==> src/hdl/diff_drive_mixer_slew_limit_top_macros.svh <==
// Assertion macros shared by the slew stage and the top level.
// Each assertion is clocked by clk and disabled while arst_n is low.
// Defining ASSERT_OFF turns every assertion into empty text.
`ifndef DIFF_DRIVE_MIXER_SLEW_LIMIT_TOP_MACROS_SVH
`define DIFF_DRIVE_MIXER_SLEW_LIMIT_TOP_MACROS_SVH

`ifndef ASSERT_OFF

// Same-cycle implication.
`define ASSERT_IMP(label, ante, cons, msg) \
	label: assert property (@(posedge clk) disable iff (!arst_n) (ante) |-> (cons)) \
		else $error(msg);

// Next-cycle implication.
`define ASSERT_NXT(label, ante, cons, msg) \
	label: assert property (@(posedge clk) disable iff (!arst_n) (ante) |=> (cons)) \
		else $error(msg);

`else

`define ASSERT_IMP(label, ante, cons, msg)
`define ASSERT_NXT(label, ante, cons, msg)

`endif

`endif

==> src/hdl/ddmsl_pkg.sv <==
// Types, constants and arithmetic helpers of the differential drive mixer.
// No dependencies; every module of the block imports this package.
`timescale 1ns / 1ps

package ddmsl_pkg;

	// Fixed-point formats.
	localparam int FRAC_BITS = 14;
	localparam int RATE_FRAC = 24;
	localparam int RATE_W = 20;
	localparam int LIM_W = 16;
	localparam int LIM_SHIFT = RATE_FRAC - FRAC_BITS;

	localparam logic signed [16:0] SUM_ONE = 17'sd1 <<< FRAC_BITS;
	localparam logic signed [15:0] DRIVE_ONE = 16'sd1 <<< FRAC_BITS;
	localparam logic [14:0] SCALE_ONE = 15'd1 << FRAC_BITS;
	localparam logic [25:0] LIM_CAP = 26'd2 << RATE_FRAC;

	// Configuration registers.
	localparam int CFG_IDX_W = 1;
	localparam logic [CFG_IDX_W-1:0] REG_RISE_RATE = 1'd0;
	localparam logic [CFG_IDX_W-1:0] REG_FALL_RATE = 1'd1;
	localparam logic [RATE_W-1:0] RATE_RESET = 20'd16777;

	typedef struct packed {
		logic motion_req;
		logic source_is_none;
		logic signed [15:0] forward;
		logic signed [15:0] turn;
		logic [14:0] speed_scale;
		logic [31:0] now_ms;
	} in_word_t;

	typedef struct packed {
		logic enable;
		logic signed [15:0] left_drive;
		logic signed [15:0] right_drive;
		logic left_neg;
		logic right_neg;
	} out_word_t;

	// Input register contents: command plus elapsed time.
	typedef struct packed {
		logic stop;
		logic signed [15:0] forward;
		logic signed [15:0] turn;
		logic [14:0] scale;
		logic [31:0] dt;
	} s1_t;

	// Scaled targets and both step limits.
	typedef struct packed {
		logic stop;
		logic signed [15:0] left_tgt;
		logic signed [15:0] right_tgt;
		logic [LIM_W-1:0] rise_lim;
		logic [LIM_W-1:0] fall_lim;
	} s2_t;

	// Clamp a mixed sum to plus or minus one.
	function automatic logic signed [15:0] clamp_unit(input logic signed [16:0] v);
		logic signed [16:0] c;
		if (v > SUM_ONE) begin
			c = SUM_ONE;
		end else if (v < -SUM_ONE) begin
			c = -SUM_ONE;
		end else begin
			c = v;
		end
		return c[15:0];
	endfunction

	// Scale the magnitude, truncating toward zero, then restore the sign.
	function automatic logic signed [15:0] scale_side(input logic signed [15:0] v,
			input logic [14:0] scale);
		logic [14:0] mag;
		logic [29:0] prod;
		logic [14:0] p;
		logic signed [15:0] ps;
		mag = v[15] ? 15'(-v) : 15'(v);
		prod = 30'(mag) * 30'(scale);
		p = 15'(prod >> FRAC_BITS);
		ps = $signed({1'b0, p});
		return v[15] ? -ps : ps;
	endfunction

	// Rate times elapsed milliseconds, saturated at 2.0, in drive units.
	function automatic logic [LIM_W-1:0] step_limit(input logic [RATE_W-1:0] rate,
			input logic [31:0] dt);
		logic [51:0] raw;
		logic [25:0] sat;
		raw = 52'(rate) * 52'(dt);
		sat = (raw > 52'(LIM_CAP)) ? LIM_CAP : raw[25:0];
		return LIM_W'(sat >> LIM_SHIFT);
	endfunction

	// Move from the previous drive toward the target by at most the limit.
	function automatic logic signed [15:0] slew_side(input logic signed [15:0] tgt,
			input logic signed [15:0] prev, input logic [LIM_W-1:0] rise_lim,
			input logic [LIM_W-1:0] fall_lim);
		logic [15:0] at;
		logic [15:0] ap;
		logic [LIM_W-1:0] lim;
		logic signed [17:0] d;
		logic signed [17:0] l18;
		logic signed [17:0] r;
		at = tgt[15] ? 16'(-tgt) : 16'(tgt);
		ap = prev[15] ? 16'(-prev) : 16'(prev);
		lim = (at > ap) ? rise_lim : fall_lim;
		d = 18'(tgt) - 18'(prev);
		l18 = $signed({2'b00, lim});
		if (d > l18) begin
			r = 18'(prev) + l18;
		end else if (d < -l18) begin
			r = 18'(prev) - l18;
		end else begin
			r = 18'(tgt);
		end
		return r[15:0];
	endfunction

endpackage

==> src/hdl/ddmsl_mix.sv <==
// Mixing stage: clamp, speed scaling and step limit products, registered.
// Depends on ddmsl_pkg.
`timescale 1ns / 1ps

module ddmsl_mix (
	input logic clk,
	input logic arst_n,
	input logic s1_valid,
	input logic adv,
	input ddmsl_pkg::s1_t s1,
	input logic [ddmsl_pkg::RATE_W-1:0] rise_rate,
	input logic [ddmsl_pkg::RATE_W-1:0] fall_rate,
	output logic s2_valid,
	output ddmsl_pkg::s2_t s2
);
	import ddmsl_pkg::*;

	logic signed [15:0] fwd;
	logic signed [15:0] trn;
	logic signed [16:0] sum_l;
	logic signed [16:0] sum_r;
	logic [14:0] scale_eff;
	s2_t s2_d;

	// Mix forward and turn, clamp each side, apply the speed scale and work out the step limits.
	always_comb begin
		fwd = s1.forward;
		trn = s1.turn;
		sum_l = 17'(fwd) + 17'(trn);
		sum_r = 17'(fwd) - 17'(trn);
		scale_eff = (s1.scale > SCALE_ONE) ? SCALE_ONE : s1.scale;
		s2_d.stop = s1.stop;
		s2_d.left_tgt = scale_side(clamp_unit(sum_l), scale_eff);
		s2_d.right_tgt = scale_side(clamp_unit(sum_r), scale_eff);
		s2_d.rise_lim = step_limit(rise_rate, s1.dt);
		s2_d.fall_lim = step_limit(fall_rate, s1.dt);
	end

	// Stage valid.
	always_ff @(posedge clk or negedge arst_n) begin
		if (!arst_n) begin
			s2_valid <= 1'b0;
		end else if (adv) begin
			s2_valid <= s1_valid;
		end
	end

	// Stage payload.
	always_ff @(posedge clk) begin
		if (adv && s1_valid) begin
			s2 <= s2_d;
		end
	end

endmodule

==> config.mk <==
export PLATFORM = sky130hd
export DESIGN_NAME = ddmsl_mix
export DESIGN_NICKNAME = d
export VERILOG_FILES = /design/src/hdl/diff_drive_mixer_slew_limit_top_macros.svh /design/src/hdl/ddmsl_pkg.sv /design/src/hdl/ddmsl_mix.sv
export SDC_FILE = /design/constraint.sdc
export NUM_CORES = 2
export LEC_CHECK = 0
export BUFFER_PORTS_ARGS = -buffer_cell sky130_fd_sc_hd__buf_2
export CAP_MARGIN = 20
export CORE_MARGIN = 2
export CORE_UTILIZATION = 55
export DETAILED_ROUTE_END_ITERATION = 6
export PLACE_DENSITY = 0.82
export SLEW_MARGIN = 25
export SYNTH_ARGS = -nofsm -noshare
export SYNTH_HDL_FRONTEND = slang
export SYNTH_SLANG_ARGS = --single-unit
==> constraint.sdc <==
create_clock -name clk -period 0.94 [get_ports clk]
set_clock_uncertainty 0.1 [all_clocks]
set_input_delay 0.047 -clock clk [delete_from_list [all_inputs] [get_ports clk]]
set_output_delay 0.047 -clock clk [all_outputs]
set_load 0.05 [all_outputs]
==> summary.md <==
| Metric | Value |
|---|---|
| Normalized max-slew margin | `0.2376` |
| Arrival time at the worst endpoint | `10.11 ns` |
| Top-count cell post-synth | `inv_1` |
| CTS Buf Count | `9` |
| DRC | `77` |
| RSZ-0062 raised after global routing | `true` |
| Reg2reg end | `s2_valid` |
| Die area | `approximately 120000 sq um` |
| TritonCTS clock tree | `yes` |
| Core ar. | `111100 sq um` |
| Clk Tree Root Cell | `clkbuf_16` |
| Number of max-cap violations | `0` |
| Post-route ant nets | `0` |
| #FFs+latches synth | `66` |
| WHS Endpoint | `s2[49]` |
| Routability cong. | `1.046` |
| Largest net degree at the start of global routing | `27` |
| Hold path depth | `3` |
| Die X | `approximately 340 um` |
| Reg2reg start | `s2_valid` |
| Num ports | `190` |
| Slew Viols, Final | `0` |
| CTS max path bufs | `2` |
| Total gr overflow | `0` |
| Post-DP HPWL | `161400 um` |
| Share of cells above drive strength 1 | `0.2545` |
| Setup crit start | `s1[63]` |
| Vias in the first global route | `62570` |
| Hold path startpoint | `s1_valid` |
| Worst-Skew Late Latency | `approximately 0.42 ns` |
| CP Class | `in2reg` |
| Layout Nets | `10500` |
| Port bufs | `189` |
| Asr flop ratio synth | `0.01515` |
| Setup ws final | `-9.109 ns` |
| Synth-to-Final Area Change | `27.78%` |
| Worst reg2reg path depth | `1` |
| CP Launch Type | `input port` |
| Final setup vio count | `130` |
| Crit. End Element | `flip-flop` |
| 1st-iter DRT viols | `7217` |
| Post-Syn Instances | `7179` |
| Initial Utilization | `0.5561` |
| Crit Path Max Fanout | `4` |
| Hold/Removal Path Class | `in2reg` |
| Actual slew at the worst max-slew pin | `1.136 ns` |
| First-pass GRT wire length | `328700 um` |
| Largest cells by area after synthesis | `fa_1 45%, ha_1 11%, inv_1 9.0%, nand2_1 6.8%, and2_1 5.5%` |
| Reg-to-reg slack, setup | `approximately 0.01 ns` |
| Largest stage delay, worst path | `0.53 ns` |
| Fin. Hold Viols | `0` |
| Required time worst endpoint | `1.00 ns` |
| Avg Cell Area, Syn | `about 8.6 sq um` |
| CTS Sinks | `66` |
| Post-synth EDFFs | `65` |
| Fmax | `0.09951 GHz` |
| Most frequent CP cell | `fa_1` |
| Initial antenna violation count | `18` |
| Via/cell ratio | `5.952` |
| Netlist cell types | `~100` |
| Per-cell routed wire length | `23.04 um` |
| Slowest stage cell, crit path | `fa_1` |
| Cell Rows | `122` |
| Die Y | `between 300 and 400 um` |
| Post-synth top area cell | `fa_1` |
| Dpl cell area | `about 74000 sq um` |
| Post-synthesis sequential area ratio | `0.03199` |
| Syn Nets | `9242` |
| Setup TNS | `-533.12 ns` |
| Top cell type's share of synthesized area | `0.4548` |
| Min Clock Period, post-route | `between 10 and 15 ns` |
| Vias | `59140` |
| WL final | `229000 um` |
| Status | `complete, but fails checks` |
| Total Routing Usage GR | `0.3633` |
| Primary FF master, synth | `edfxtp_1` |
| Fin crit share | `10.69` |
| H-tree levels | `3` |
| First-pass DRT Iterations | `7` |
| Post-route cell area | `slightly below 80000 sq um` |
| Setup WS pre-CTS | `-9.866 ns` |
| Synthesis warning total | `0` |
| Post-synth top cells | `1478 x inv_1, 1404 x fa_1, 1113 x nand2_1` |
| Clock-pin transition on the worst setup and hold timing paths | `0.06 ns` |
| Failing checks | `DRC, setup timing` |
| Synth Cell Area | `61800 sq um` |
how the worst max path moves through the flow:
stage,end,slack (ns),depth (start not counted)
final,s2[63],-9.11,49
after global routing,s2[63],-9.46,46
after CTS,s2[60],-8.98,50
after detailed placement,s2[63],-9.87,42
after global placement,s2[63],-9.67,42
after floorplan,s2[63],-9.25,45
kinds of logic (layout without fill, tap and decap cells):
logic type / count (synthesis) / count (layout) / synth area share
multiplexers: 9 / 9 / 0.001559
flip-flops: 66 / 66 / 0.03199
other: 0 / 8 / 0
XOR/XNOR: 166 / 166 / 0.02353
AO/OA/AOI/OAI: 721 / 721 / 0.08058
adder cells (fa/ha/maj): 1939 / 1939 / 0.5632
AND/OR/NAND/NOR: 2429 / 2429 / 0.1865
buffers and inverters: 1849 / 3110 / 0.1127
worst max-delay path: cells and delay by family:
kind,cells,cell delay [ns]
XOR/XNOR,2,0.44
buffers and inverters,11,1.12
adder cells (fa/ha/maj),10,3.79
AO/OA/AOI/OAI,10,2.06
AND/OR/NAND/NOR,16,2.65
area by class of cell:
class | instances | area [sq um]
Clock inverter | 7 | 68.82
Inverter | 1483 | 5590
Clock buffer | 9 | 225.2
Antenna cell | 8 | 20.02
Sequential cell | 66 | 1978
Multi-Input combinational cell | 5264 | 55840
Fill cell | 7460 | 32160
Tap cell | 1488 | 1862
Timing Repair Buffer | 1611 | 13380
registers in the layout (all words and copies together) (netlist names):
signal    cells
s2           65
s2_valid      1
stage by stage:
step	hold slack, ns	cells	utilization
6_report	0.2339	9936	0.7106
2_1_floorplan	-0.3486	7179	-
4_1_cts	0.2173	9868	0.6933
3_5_place_dp	-0.2717	9761	0.6661
5_1_grt	0.2308	9933	0.7105
3_3_place_gp	-0.2784	9761	0.6661
layout by cell type, fill, tap and decap left out, types with 36 or more instances in the layout:
cell | synthesis | routed
inv_2 | 5 | 36
inv_1 | 1478 | 1442
a21o_1 | 89 | 88
ha_4 | 0 | 51
buf_6 | 0 | 148
nor2_1 | 370 | 352
buf_12 | 0 | 54
nand2b_1 | 55 | 50
a21oi_1 | 193 | 148
nand3_1 | 63 | 51
a21oi_2 | 2 | 39
xnor2_1 | 116 | 103
edfxtp_1 | 65 | 65
fa_1 | 1404 | 1367
xor2_1 | 50 | 49
nand2_1 | 1113 | 1082
fa_2 | 0 | 37
o21ai_0 | 110 | 68
and2_1 | 544 | 518
buf_4 | 4 | 1286
ha_1 | 535 | 479
buf_2 | 7 | 91
per-layer routing:
| metal | track usage | wire [um] | up-vias |
|---|---|---|---|
| met5 | 0 | 479 | - |
| met4 | 0.2187 | 19700 | 26 |
| met3 | 0.1051 | 32030 | 1564 |
| met2 | 0.5737 | 100200 | 4382 |
| met1 | 0.4427 | 76520 | 28750 |
| li1 | - | - | 24410 |
what timing repair did:
item / 4_1_cts / 5_1_grt
hold buffers: 5 / 0
setup buffers: 95 / 61
gates resized for setup: 477 / 315
setup endpoints to repair: 130 / 130
cloned: 3 / 5
pin swaps: 254 / 197
endpoints found under the hold margin: 3 / 0
Power is left out: the tool's default activity adds up to more than one toggle a clock period on the data nets, which glitch-free logic cannot reach.
