### src/hdl/diff_drive_mixer_slew_limit_top_macros.svh
// Assertion macros shared by the slew stage and the top level.
// Each assertion is clocked by clk and disabled while arst_n is low.
// Defining ASSERT_OFF turns every assertion into empty text.
`ifndef DIFF_DRIVE_MIXER_SLEW_LIMIT_TOP_MACROS_SVH
`define DIFF_DRIVE_MIXER_SLEW_LIMIT_TOP_MACROS_SVH

`ifndef ASSERT_OFF

// Same-cycle implication.
`define ASSERT_IMP(label, ante, cons, msg) \
	label: assert property (@(posedge clk) disable iff (!arst_n) (ante) |-> (cons)) \
		else $error(msg);

// Next-cycle implication.
`define ASSERT_NXT(label, ante, cons, msg) \
	label: assert property (@(posedge clk) disable iff (!arst_n) (ante) |=> (cons)) \
		else $error(msg);

`else

`define ASSERT_IMP(label, ante, cons, msg)
`define ASSERT_NXT(label, ante, cons, msg)

`endif

`endif

### src/hdl/ddmsl_pkg.sv
// Types, constants and arithmetic helpers of the differential drive mixer.
// No dependencies; every module of the block imports this package.
`timescale 1ns / 1ps

package ddmsl_pkg;

	// Fixed-point formats.
	localparam int FRAC_BITS = 14;
	localparam int RATE_FRAC = 24;
	localparam int RATE_W = 20;
	localparam int LIM_W = 16;
	localparam int LIM_SHIFT = RATE_FRAC - FRAC_BITS;

	localparam logic signed [16:0] SUM_ONE = 17'sd1 <<< FRAC_BITS;
	localparam logic signed [15:0] DRIVE_ONE = 16'sd1 <<< FRAC_BITS;
	localparam logic [14:0] SCALE_ONE = 15'd1 << FRAC_BITS;
	localparam logic [25:0] LIM_CAP = 26'd2 << RATE_FRAC;

	// Configuration registers.
	localparam int CFG_IDX_W = 1;
	localparam logic [CFG_IDX_W-1:0] REG_RISE_RATE = 1'd0;
	localparam logic [CFG_IDX_W-1:0] REG_FALL_RATE = 1'd1;
	localparam logic [RATE_W-1:0] RATE_RESET = 20'd16777;

	typedef struct packed {
		logic motion_req;
		logic source_is_none;
		logic signed [15:0] forward;
		logic signed [15:0] turn;
		logic [14:0] speed_scale;
		logic [31:0] now_ms;
	} in_word_t;

	typedef struct packed {
		logic enable;
		logic signed [15:0] left_drive;
		logic signed [15:0] right_drive;
		logic left_neg;
		logic right_neg;
	} out_word_t;

	// Input register contents: command plus elapsed time.
	typedef struct packed {
		logic stop;
		logic signed [15:0] forward;
		logic signed [15:0] turn;
		logic [14:0] scale;
		logic [31:0] dt;
	} s1_t;

	// Scaled targets and both step limits.
	typedef struct packed {
		logic stop;
		logic signed [15:0] left_tgt;
		logic signed [15:0] right_tgt;
		logic [LIM_W-1:0] rise_lim;
		logic [LIM_W-1:0] fall_lim;
	} s2_t;

	// Clamp a mixed sum to plus or minus one.
	function automatic logic signed [15:0] clamp_unit(input logic signed [16:0] v);
		logic signed [16:0] c;
		if (v > SUM_ONE) begin
			c = SUM_ONE;
		end else if (v < -SUM_ONE) begin
			c = -SUM_ONE;
		end else begin
			c = v;
		end
		return c[15:0];
	endfunction

	// Scale the magnitude, truncating toward zero, then restore the sign.
	function automatic logic signed [15:0] scale_side(input logic signed [15:0] v,
			input logic [14:0] scale);
		logic [14:0] mag;
		logic [29:0] prod;
		logic [14:0] p;
		logic signed [15:0] ps;
		mag = v[15] ? 15'(-v) : 15'(v);
		prod = 30'(mag) * 30'(scale);
		p = 15'(prod >> FRAC_BITS);
		ps = $signed({1'b0, p});
		return v[15] ? -ps : ps;
	endfunction

	// Rate times elapsed milliseconds, saturated at 2.0, in drive units.
	function automatic logic [LIM_W-1:0] step_limit(input logic [RATE_W-1:0] rate,
			input logic [31:0] dt);
		logic [51:0] raw;
		logic [25:0] sat;
		raw = 52'(rate) * 52'(dt);
		sat = (raw > 52'(LIM_CAP)) ? LIM_CAP : raw[25:0];
		return LIM_W'(sat >> LIM_SHIFT);
	endfunction

	// Move from the previous drive toward the target by at most the limit.
	function automatic logic signed [15:0] slew_side(input logic signed [15:0] tgt,
			input logic signed [15:0] prev, input logic [LIM_W-1:0] rise_lim,
			input logic [LIM_W-1:0] fall_lim);
		logic [15:0] at;
		logic [15:0] ap;
		logic [LIM_W-1:0] lim;
		logic signed [17:0] d;
		logic signed [17:0] l18;
		logic signed [17:0] r;
		at = tgt[15] ? 16'(-tgt) : 16'(tgt);
		ap = prev[15] ? 16'(-prev) : 16'(prev);
		lim = (at > ap) ? rise_lim : fall_lim;
		d = 18'(tgt) - 18'(prev);
		l18 = $signed({2'b00, lim});
		if (d > l18) begin
			r = 18'(prev) + l18;
		end else if (d < -l18) begin
			r = 18'(prev) - l18;
		end else begin
			r = 18'(tgt);
		end
		return r[15:0];
	endfunction

endpackage

### src/hdl/ddmsl_slew.sv
// Slew stage: limits each side against its previous drive, holds the result word.
// Depends on ddmsl_pkg and the assertion macro header.
`timescale 1ns / 1ps
`include "diff_drive_mixer_slew_limit_top_macros.svh"

module ddmsl_slew (
	input logic clk,
	input logic arst_n,
	input logic s2_valid,
	input logic adv,
	input ddmsl_pkg::s2_t s2,
	output logic out_valid,
	output ddmsl_pkg::out_word_t out_word
);
	import ddmsl_pkg::*;

	logic signed [15:0] prev_left_q;
	logic signed [15:0] prev_right_q;
	logic signed [15:0] left_nxt;
	logic signed [15:0] right_nxt;
	out_word_t word_d;
	logic word_zero;
	logic word_sign_ok;
	logic word_in_range;

	// Slew limit both sides; a stop word drives zero.
	always_comb begin
		left_nxt = slew_side(s2.left_tgt, prev_left_q, s2.rise_lim, s2.fall_lim);
		right_nxt = slew_side(s2.right_tgt, prev_right_q, s2.rise_lim, s2.fall_lim);
		if (s2.stop) begin
			left_nxt = '0;
			right_nxt = '0;
		end
		word_d.enable = !s2.stop;
		word_d.left_drive = left_nxt;
		word_d.right_drive = right_nxt;
		word_d.left_neg = left_nxt[15];
		word_d.right_neg = right_nxt[15];
	end

	// Previous drive state and result valid.
	always_ff @(posedge clk or negedge arst_n) begin
		if (!arst_n) begin
			out_valid <= 1'b0;
			prev_left_q <= '0;
			prev_right_q <= '0;
		end else if (adv) begin
			out_valid <= s2_valid;
			if (s2_valid) begin
				prev_left_q <= left_nxt;
				prev_right_q <= right_nxt;
			end
		end
	end

	// Result word register.
	always_ff @(posedge clk) begin
		if (adv && s2_valid) begin
			out_word <= word_d;
		end
	end

	// Properties of the held result word.
	assign word_zero = (out_word.left_drive == '0) && (out_word.right_drive == '0);
	assign word_sign_ok = (out_word.left_neg == out_word.left_drive[15])
		&& (out_word.right_neg == out_word.right_drive[15]);
	assign word_in_range = (out_word.left_drive <= DRIVE_ONE)
		&& (out_word.left_drive >= -DRIVE_ONE)
		&& (out_word.right_drive <= DRIVE_ONE)
		&& (out_word.right_drive >= -DRIVE_ONE);

	`ASSERT_IMP(a_stop_zero, out_valid && !out_word.enable, word_zero, "stop with drive")
	`ASSERT_IMP(a_rev_sign, out_valid, word_sign_ok, "reverse flag disagrees with sign")
	`ASSERT_IMP(a_drive_range, out_valid, word_in_range, "drive beyond full scale")

endmodule

### config.mk
export PLATFORM = sky130hd
export DESIGN_NAME = ddmsl_slew
export DESIGN_NICKNAME = d
export VERILOG_FILES = /design/src/hdl/ddmsl_pkg.sv /design/src/hdl/ddmsl_slew.sv
export VERILOG_INCLUDE_DIRS = /design/src /design/src/hdl
export SDC_FILE = /design/constraint.sdc
export NUM_CORES = 1
export LEC_CHECK = 0
export ABC_CLOCK_PERIOD_IN_PS = 12700
export BUFFER_PORTS_ARGS = -buffer_cell sky130_fd_sc_hd__buf_2
export CAP_MARGIN = 30
export CORE_ASPECT_RATIO = 1.25
export CORE_UTILIZATION = 45
export DETAILED_ROUTE_END_ITERATION = 6
export SLEW_MARGIN = 20
export SYNTH_ARGS = -nofsm -noshare
export SYNTH_HDL_FRONTEND = slang
export SYNTH_SLANG_ARGS = --single-unit
### constraint.sdc
create_clock -name clk -period 12.7 [get_ports clk]
set_input_delay 1.905 -clock clk [delete_from_list [all_inputs] [get_ports clk]]
set_output_delay 1.905 -clock clk [all_outputs]
set_load 0.01 [all_outputs]
==> summary.md, run 1 <==
| Metric | Value |
|---|---|
| Run status | `complete, no violations` |
| Largest net degree at the start of global routing | `65` |
| # DRC | `0` |
| Slowest library cell on the worst path | `mux2i_1` |
| Leading cell type in the layout, fill and taps excluded | `ha_1` |
| IO Port Bufs | `104` |
| Skew final | `0.01095 ns` |
| Max Fclk | `0.1073 GHz` |
| Worst-margin pin slew | `0.9448 ns` |
| Yosys reg bits | `66` |
| Ys flop type | `edfxtp_1` |
| Max-cap violation count | `0` |
| Row count | `66` |
| Starting Density | `45.89%` |
| Setup TNS | `0 ns` |
| Top Ports | `105` |
| Crit path required time | `12.93 ns` |
| Met1 wire length | `16840 um` |
| Filler cells | `2592` |
| Max-slew violations | `0` |
| Count of flip-flops with a built-in enable after synthesis | `33` |
| Most frequent cells in the layout | `ha_1, inv_1, nor2_1, buf_2, nand2_1` |
| Netlist Area Pre-Place | `11940 sq um` |
| CTS tree | `yes` |
| Clock-pin slew on the worst setup and hold paths | `0.06 ns` |
| Hold_buf cts | `0` |
| Clk buf depth | `2` |
| Hold Violations, Final | `0` |
| Placer Congestion | `0.9476` |
| Net Count, Synth | `1763` |
| Crit start category | `primary input` |
| Minimum clock period | `9.321 ns` |
| Multi-input logic area | `9459 sq um` |
| Global route overflow | `0` |
| FF/Latch Area | `1817 sq um` |
| PostCTS Resize Cnt | `0` |
| Top cell type's share of synthesized area | `19.91%` |
| Yosys warns | `0` |
| Die Ht | `184.1 um` |
| CTS buffer count | `9` |
| Synth async-reset ratio | `50.00%` |
| Vias in the first global route | `11790` |
| CP most frequent cell | `a21o_1` |
| Initial antenna violation count | `0` |
| Final setup viols | `0` |
| Clock Root Buffer | `clkbuf_16` |
| Crit Path Class | `in2reg` |
| Antenna diodes | `0` |
| Count of cell types in the netlist | `89` |
| First-pass GRT wire length | `66580 um` |
| Top Metal Used | `met4` |
| Clk_lat worst skew | `0.35 ns` |
| Initial DRC count | `1004` |
| DR WL/cell | `22.49 um` |
| Largest area contributor in the netlist | `ha_1` |
| Reg2reg setup slack | `4.55 ns` |
| Via density | `6.187` |
| Final period utilization | `73.40%` |
| Drt total wl | `43120 um` |
| Crit-path max FO | `25` |
| Crit path largest cell delay | `0.87 ns` |
| Ranking of synthesized cells by area | `ha_1, edfxtp_1, xnor2_1, dfrtp_1, a21oi_1` |
| Post-CTS setup buffers | `0` |
| 1st-pass router iterations | `6` |
| DP Wirelength | `34670 um` |
| Syn_area_per_cell | `7.969 sq um` |
| Register area share after synthesis | `15.22%` |
| Die width | `147.7 um` |
| Core area | `26010 sq um` |
| WL met2 | `21440 um` |
| Die area | `27190 sq um` |
| Layout cells sized above 1 | `11.54%` |
| Final ANT Viol Nets | `0` |
| Setup crit end kind | `flop` |
| Worst Hold Class | `reg2reg` |
| Area Overhead vs Synth | `9.139%` |
| Post-layout nets | `1838` |
| H-tree depth | `3` |
| Vias | `11860` |
| RSZ-0062 raised after global routing | `no` |
| CTS sink count | `66` |
| Critical Path AT | `9.55 ns` |
| WL met3 | `1543 um` |
| Cells after Synth | `1498` |
| Overall routing resource usage | `32.12%` |
| Relative slew margins | `35.21%` |
[registers in the layout, indices dropped and copies added, names as in the netlist]
signal	cells
out_valid	1
prev_right_q	16
prev_left_q	16
out_word	33
[Yosys cell counts, types with 14 or more instances]
library cell / count
o211ai_1: 14
nor3_1: 59
inv_1: 110
nor2b_1: 25
nand2_1: 97
nor4_1: 16
xnor2_1: 96
nand2b_1: 31
a21o_1: 30
nand4_1: 25
nand3_1: 28
a21oi_1: 96
and3_1: 17
o31ai_1: 27
a31oi_1: 19
edfxtp_1: 33
dfrtp_1: 33
mux2i_1: 41
a211oi_1: 16
o21a_1: 27
clkbuf_1: 35
o21ai_0: 75
ha_1: 190
nor2_1: 104
or3_1: 23
[through the flow]
| step | setup WS, ns | cell area [sq um] | util (%) | std cells | hold slack [ns] |
|---|---|---|---|---|---|
| 3_5_place_dp | 3.093 | 12720 | 48.92 | 1900 | 0.5348 |
| 2_1_floorplan | 4.033 | 11940 | - | 1498 | 0.5207 |
| 5_1_grt | 2.960 | 13030 | 50.09 | 1917 | 0.5844 |
| 6_report | 3.379 | 13030 | 50.09 | 1917 | 0.5367 |
| 4_1_cts | 3.444 | 13000 | 49.98 | 1915 | 0.5426 |
| 3_3_place_gp | 3.289 | 12720 | 48.92 | 1900 | 0.5123 |
[critical path: cells and delay by family]
kind | cells | cell delay [ns]
AO/OA/AOI/OAI | 11 | 3.09
XOR/XNOR | 2 | 0.32
adder cells (fa/ha/maj) | 2 | 0.58
buffers and inverters | 2 | 0.31
multiplexers | 2 | 1.17
AND/OR/NAND/NOR | 8 | 2.11
[worst paths after layout]
check / startpoint / to / cells after the start
worst max-delay path: s2[51] / prev_left_q[5]$_DFFE_PN0P_ / 27
worst min-delay path: out_valid$_DFFE_PN0P_ / out_valid$_DFFE_PN0P_ / 2
worst max register to register: prev_right_q[5]$_DFFE_PN0P_ / out_word[2]$_DFFE_PP_ / 26
worst min register to register: out_valid$_DFFE_PN0P_ / out_valid$_DFFE_PN0P_ / 2
max in group asynchronous: arst_n / prev_left_q[15]$_DFFE_PN0P_ / 2
min in group asynchronous: arst_n / prev_right_q[2]$_DFFE_PN0P_ / 1
[per-layer routing]
layer	GRT usage [%]	vias to the layer above
met3	3.441	130
met4	23.30	0
li1	-	5726
met2	57.85	366
met1	34.91	5639
met5	0	-
[kinds of logic after synthesis]
group                    count (synthesis)  share of synthesized area [%]
AND/OR/NAND/NOR                        475                          20.30
AO/OA/AOI/OAI                          434                          25.28
adder cells (fa/ha/maj)                196                          20.92
buffers and inverters                  165                          5.597
XOR/XNOR                               108                          7.924
flip-flops                              66                          15.22
multiplexers                            54                          4.758
[final cells by class]
| class | instances | share of cell area, % |
|---|---|---|
| timing repair buffer | 117 | 4.840 |
| sequential | 66 | 13.94 |
| inverter | 112 | 3.227 |
| clock inverter | 4 | 0.3361 |
| multi-input combinational | 1267 | 72.60 |
| tap | 340 | 3.265 |
| clock buffer | 11 | 1.786 |
Power of run 1 is left out: the tool's default activity adds up to more than one toggle a clock period on the data nets, which glitch-free logic cannot reach.
==> inputs of run 2 (changes only) <==
- ABC_AREA: not set -> 1
- ABC_CLOCK_PERIOD_IN_PS: 12700 -> 9300
- clock period: 12.7 -> 9.3 ns (I/O delays scaled with it)
==> run 2 against run 1 <==
Against the previous run:
- clock skew about the same
- die area is 1.2% higher
- cell area grew 1.5%
- critical endpoint is now out_word[11]$_DFFE_PP_
- largest cell class unchanged
==> summary.md, run 2 <==
| Metric | Value |
|---|---|
| Run status | `complete, no violations` |
| RSZ-0062 raised after global routing | `no` |
| Die Ht | `185.2 um` |
| Drt total wl | `42960 um` |
| CTS sink count | `66` |
| Synth async-reset ratio | `50.00%` |
| Max FFs per register | `33` |
| IO Port Bufs | `104` |
| Starting Density | `46.16%` |
| Placement Cell Area | `12850 sq um` |
| First-pass GRT wire length | `66010 um` |
| Clk_lat worst skew | `0.34 ns` |
| Crit start category | `primary input` |
| Yosys reg bits | `66` |
| PostCTS Resize Cnt | `0` |
| Core area | `26180 sq um` |
| Hold Crit Start | `out_valid$_DFFE_PN0P_` |
| Net Count, Synth | `2064` |
| Filler cells | `2787` |
| Initial DRC count | `566` |
| Critical Path AT | `8.24 ns` |
| Reg2reg setup slack | `1.75 ns` |
| WHS Endpoint | `out_valid$_DFFE_PN0P_` |
| Worst reg2reg startpoint | `prev_right_q[1]$_DFFE_PN0P_` |
| Count leader, synth | `nand2_1` |
| R2R Path End | `out_word[11]$_DFFE_PP_` |
| Skew final | `0.01129 ns` |
| Overall routing resource usage | `31.80%` |
| Ranking of synthesized cells by area | `ha_1, nand2_1, xor2_1, edfxtp_1, dfrtp_1` |
| Slowest library cell on the worst path | `o21ai_1` |
| Crit-path max FO | `29` |
| Clk buf depth | `2` |
| Ys flop type | `edfxtp_1` |
| Largest area contributor in the netlist | `ha_1` |
| Post-CTS setup buffers | `0` |
| Vias | `12240` |
| Clock-pin slew on the worst setup and hold paths | `0.06 ns` |
| Worst Hold Class | `reg2reg` |
| # DRC | `0` |
| Final setup viols | `0` |
| Placer Congestion | `0.9890` |
| Area Overhead vs Synth | `9.402%` |
| Top cell type's share of synthesized area | `19.67%` |
| Clock Root Buffer | `clkbuf_16` |
| Die width | `148.6 um` |
| Via density | `5.509` |
| Final period utilization | `87.82%` |
| Setup crit end kind | `flop` |
| Final Cell Area | `13220 sq um` |
| Max-cap violation count | `0` |
| Most frequent cells in the layout | `nand2_1, inv_1, ha_1, nor2_1, xor2_1` |
| Layout cells sized above 1 | `11.59%` |
| 1st-pass router iterations | `5` |
| Hold Violations, Final | `0` |
| Yosys warns | `0` |
| DR WL/cell | `19.33 um` |
| Crit path required time | `9.37 ns` |
| Top cells by count, synth | `nand2_1, inv_1, ha_1, nor2_1, xor2_1` |
| CTS buffer count | `9` |
| Global route overflow | `0` |
| Vias in the first global route | `12190` |
| Die area | `27510 sq um` |
| Count of flip-flops with a built-in enable after synthesis | `33` |
| Minimum clock period | `8.167 ns` |
| DP Wirelength | `36310 um` |
| Relative slew margins | `48.78%` |
| H-tree depth | `3` |
| Final ANT Viol Nets | `0` |
| CTS tree | `yes` |
| Cells after Synth | `1799` |
| Top Registers | `out_word: 33 flops, prev_left_q: 16 flops, prev_right_q: 16 flops` |
| Netlist Area Pre-Place | `12080 sq um` |
| Setup TNS | `0 ns` |
| Crit path largest cell delay | `0.76 ns` |
| Initial antenna violation count | `1` |
| Row count | `66` |
| Largest net degree at the start of global routing | `70` |
| Crit Path Class | `in2reg` |
| Worst-margin pin slew | `0.7632 ns` |
| Worst-case reg-to-reg path depth | `37` |
| CP most frequent cell | `nand2_1` |
| Post-layout nets | `2141` |
| Leading cell type in the layout, fill and taps excluded | `nand2_1` |
| Top Ports | `105` |
| Count of cell types in the netlist | `51` |
| Max Fclk | `0.1224 GHz` |
| Worst Hold Depth | `2` |
| Register area share after synthesis | `15.04%` |
| Max-slew violations | `0` |
| Syn_area_per_cell | `6.716 sq um` |
| Largest reg by FF count | `out_word` |
| Hold_buf cts | `0` |
-- run 2: changes by cell type in the layout (fill, tap and decap cells not counted), sizes merged, moves of 45 or more --
cell | previous run | this run
inv | 111 | 242
nand2 | 97 | 406
nand3 | 28 | 105
nor2 | 105 | 150
o21ai | 81 | 143
xnor2 | 96 | 20
xor2 | 12 | 130
-- run 2: how the worst max path moves through the flow --
stage | from | to | slack (ns) | depth (start not counted)
floorplan | s2[49] | out_word[20]$_DFFE_PP_ | 2.85 | 40
global placement | s2[32] | out_word[12]$_DFFE_PP_ | 0.88 | 37
detailed placement | s2[33] | out_word[11]$_DFFE_PP_ | 0.87 | 39
CTS | s2[33] | out_word[11]$_DFFE_PP_ | 1.20 | 39
global route | s2[33] | out_word[8]$_DFFE_PP_ | 0.62 | 40
finish | s2[33] | out_word[11]$_DFFE_PP_ | 1.13 | 39
-- run 2: cells by family (layout without fill, tap and decap cells) --
| logic type | count (synthesis) | after routing | share of synthesized area [%] |
|---|---|---|---|
| fa+ha+maj | 196 | 196 | 20.67 |
| other cells | 0 | 1 | 0 |
| xor+xnor | 150 | 150 | 10.94 |
| flops | 66 | 66 | 15.04 |
| buf+inv | 292 | 374 | 9.661 |
| simple gates | 781 | 781 | 28.84 |
| compound gates | 314 | 314 | 14.86 |
-- run 2: cell type report --
class	count	area [sq um]	share of cell area, %
repair buffers	116	623.1	4.714
clock inverters	6	115.1	0.8708
diodes	1	2.502	0.01893
inverters	242	908.4	6.872
flip-flops and latches	66	1817	13.74
well taps	340	425.4	3.218
clock buffers	10	229.0	1.732
multi-input cells	1441	9099	68.83
-- run 2: metal layers --
metal / GRT usage [%] / vias to the layer above / share of wire, %
met4: 22.23 / 0 / 8.0
met2: 62.84 / 314 / 54
li1: - / 6151 / -
met5: 0 / - / 0
met3: 2.783 / 146 / 2.5
met1: 30.62 / 5631 / 36
-- run 2: stage by stage --
step,instances,hold slack [ns],util (%),worst slack [ns]
6_report,2222,0.5249,50.50,1.133
5_1_grt,2222,0.5460,50.50,0.6192
4_1_cts,2220,0.5299,50.41,1.197
3_5_place_dp,2204,0.5209,49.10,0.8684
3_3_place_gp,2204,0.5086,49.10,0.8847
2_1_floorplan,1799,0.5248,-,2.845
-- run 2: critical path, delay by kind of cell --
family                   cells  cell delay (ns)
AND/OR/NAND/NOR             24             3.31
AO/OA/AOI/OAI                4             1.34
adder cells (fa/ha/maj)      4             1.02
buffers and inverters        5             0.89
XOR/XNOR                     2             0.24
Power of run 2 is left out for the same reason.
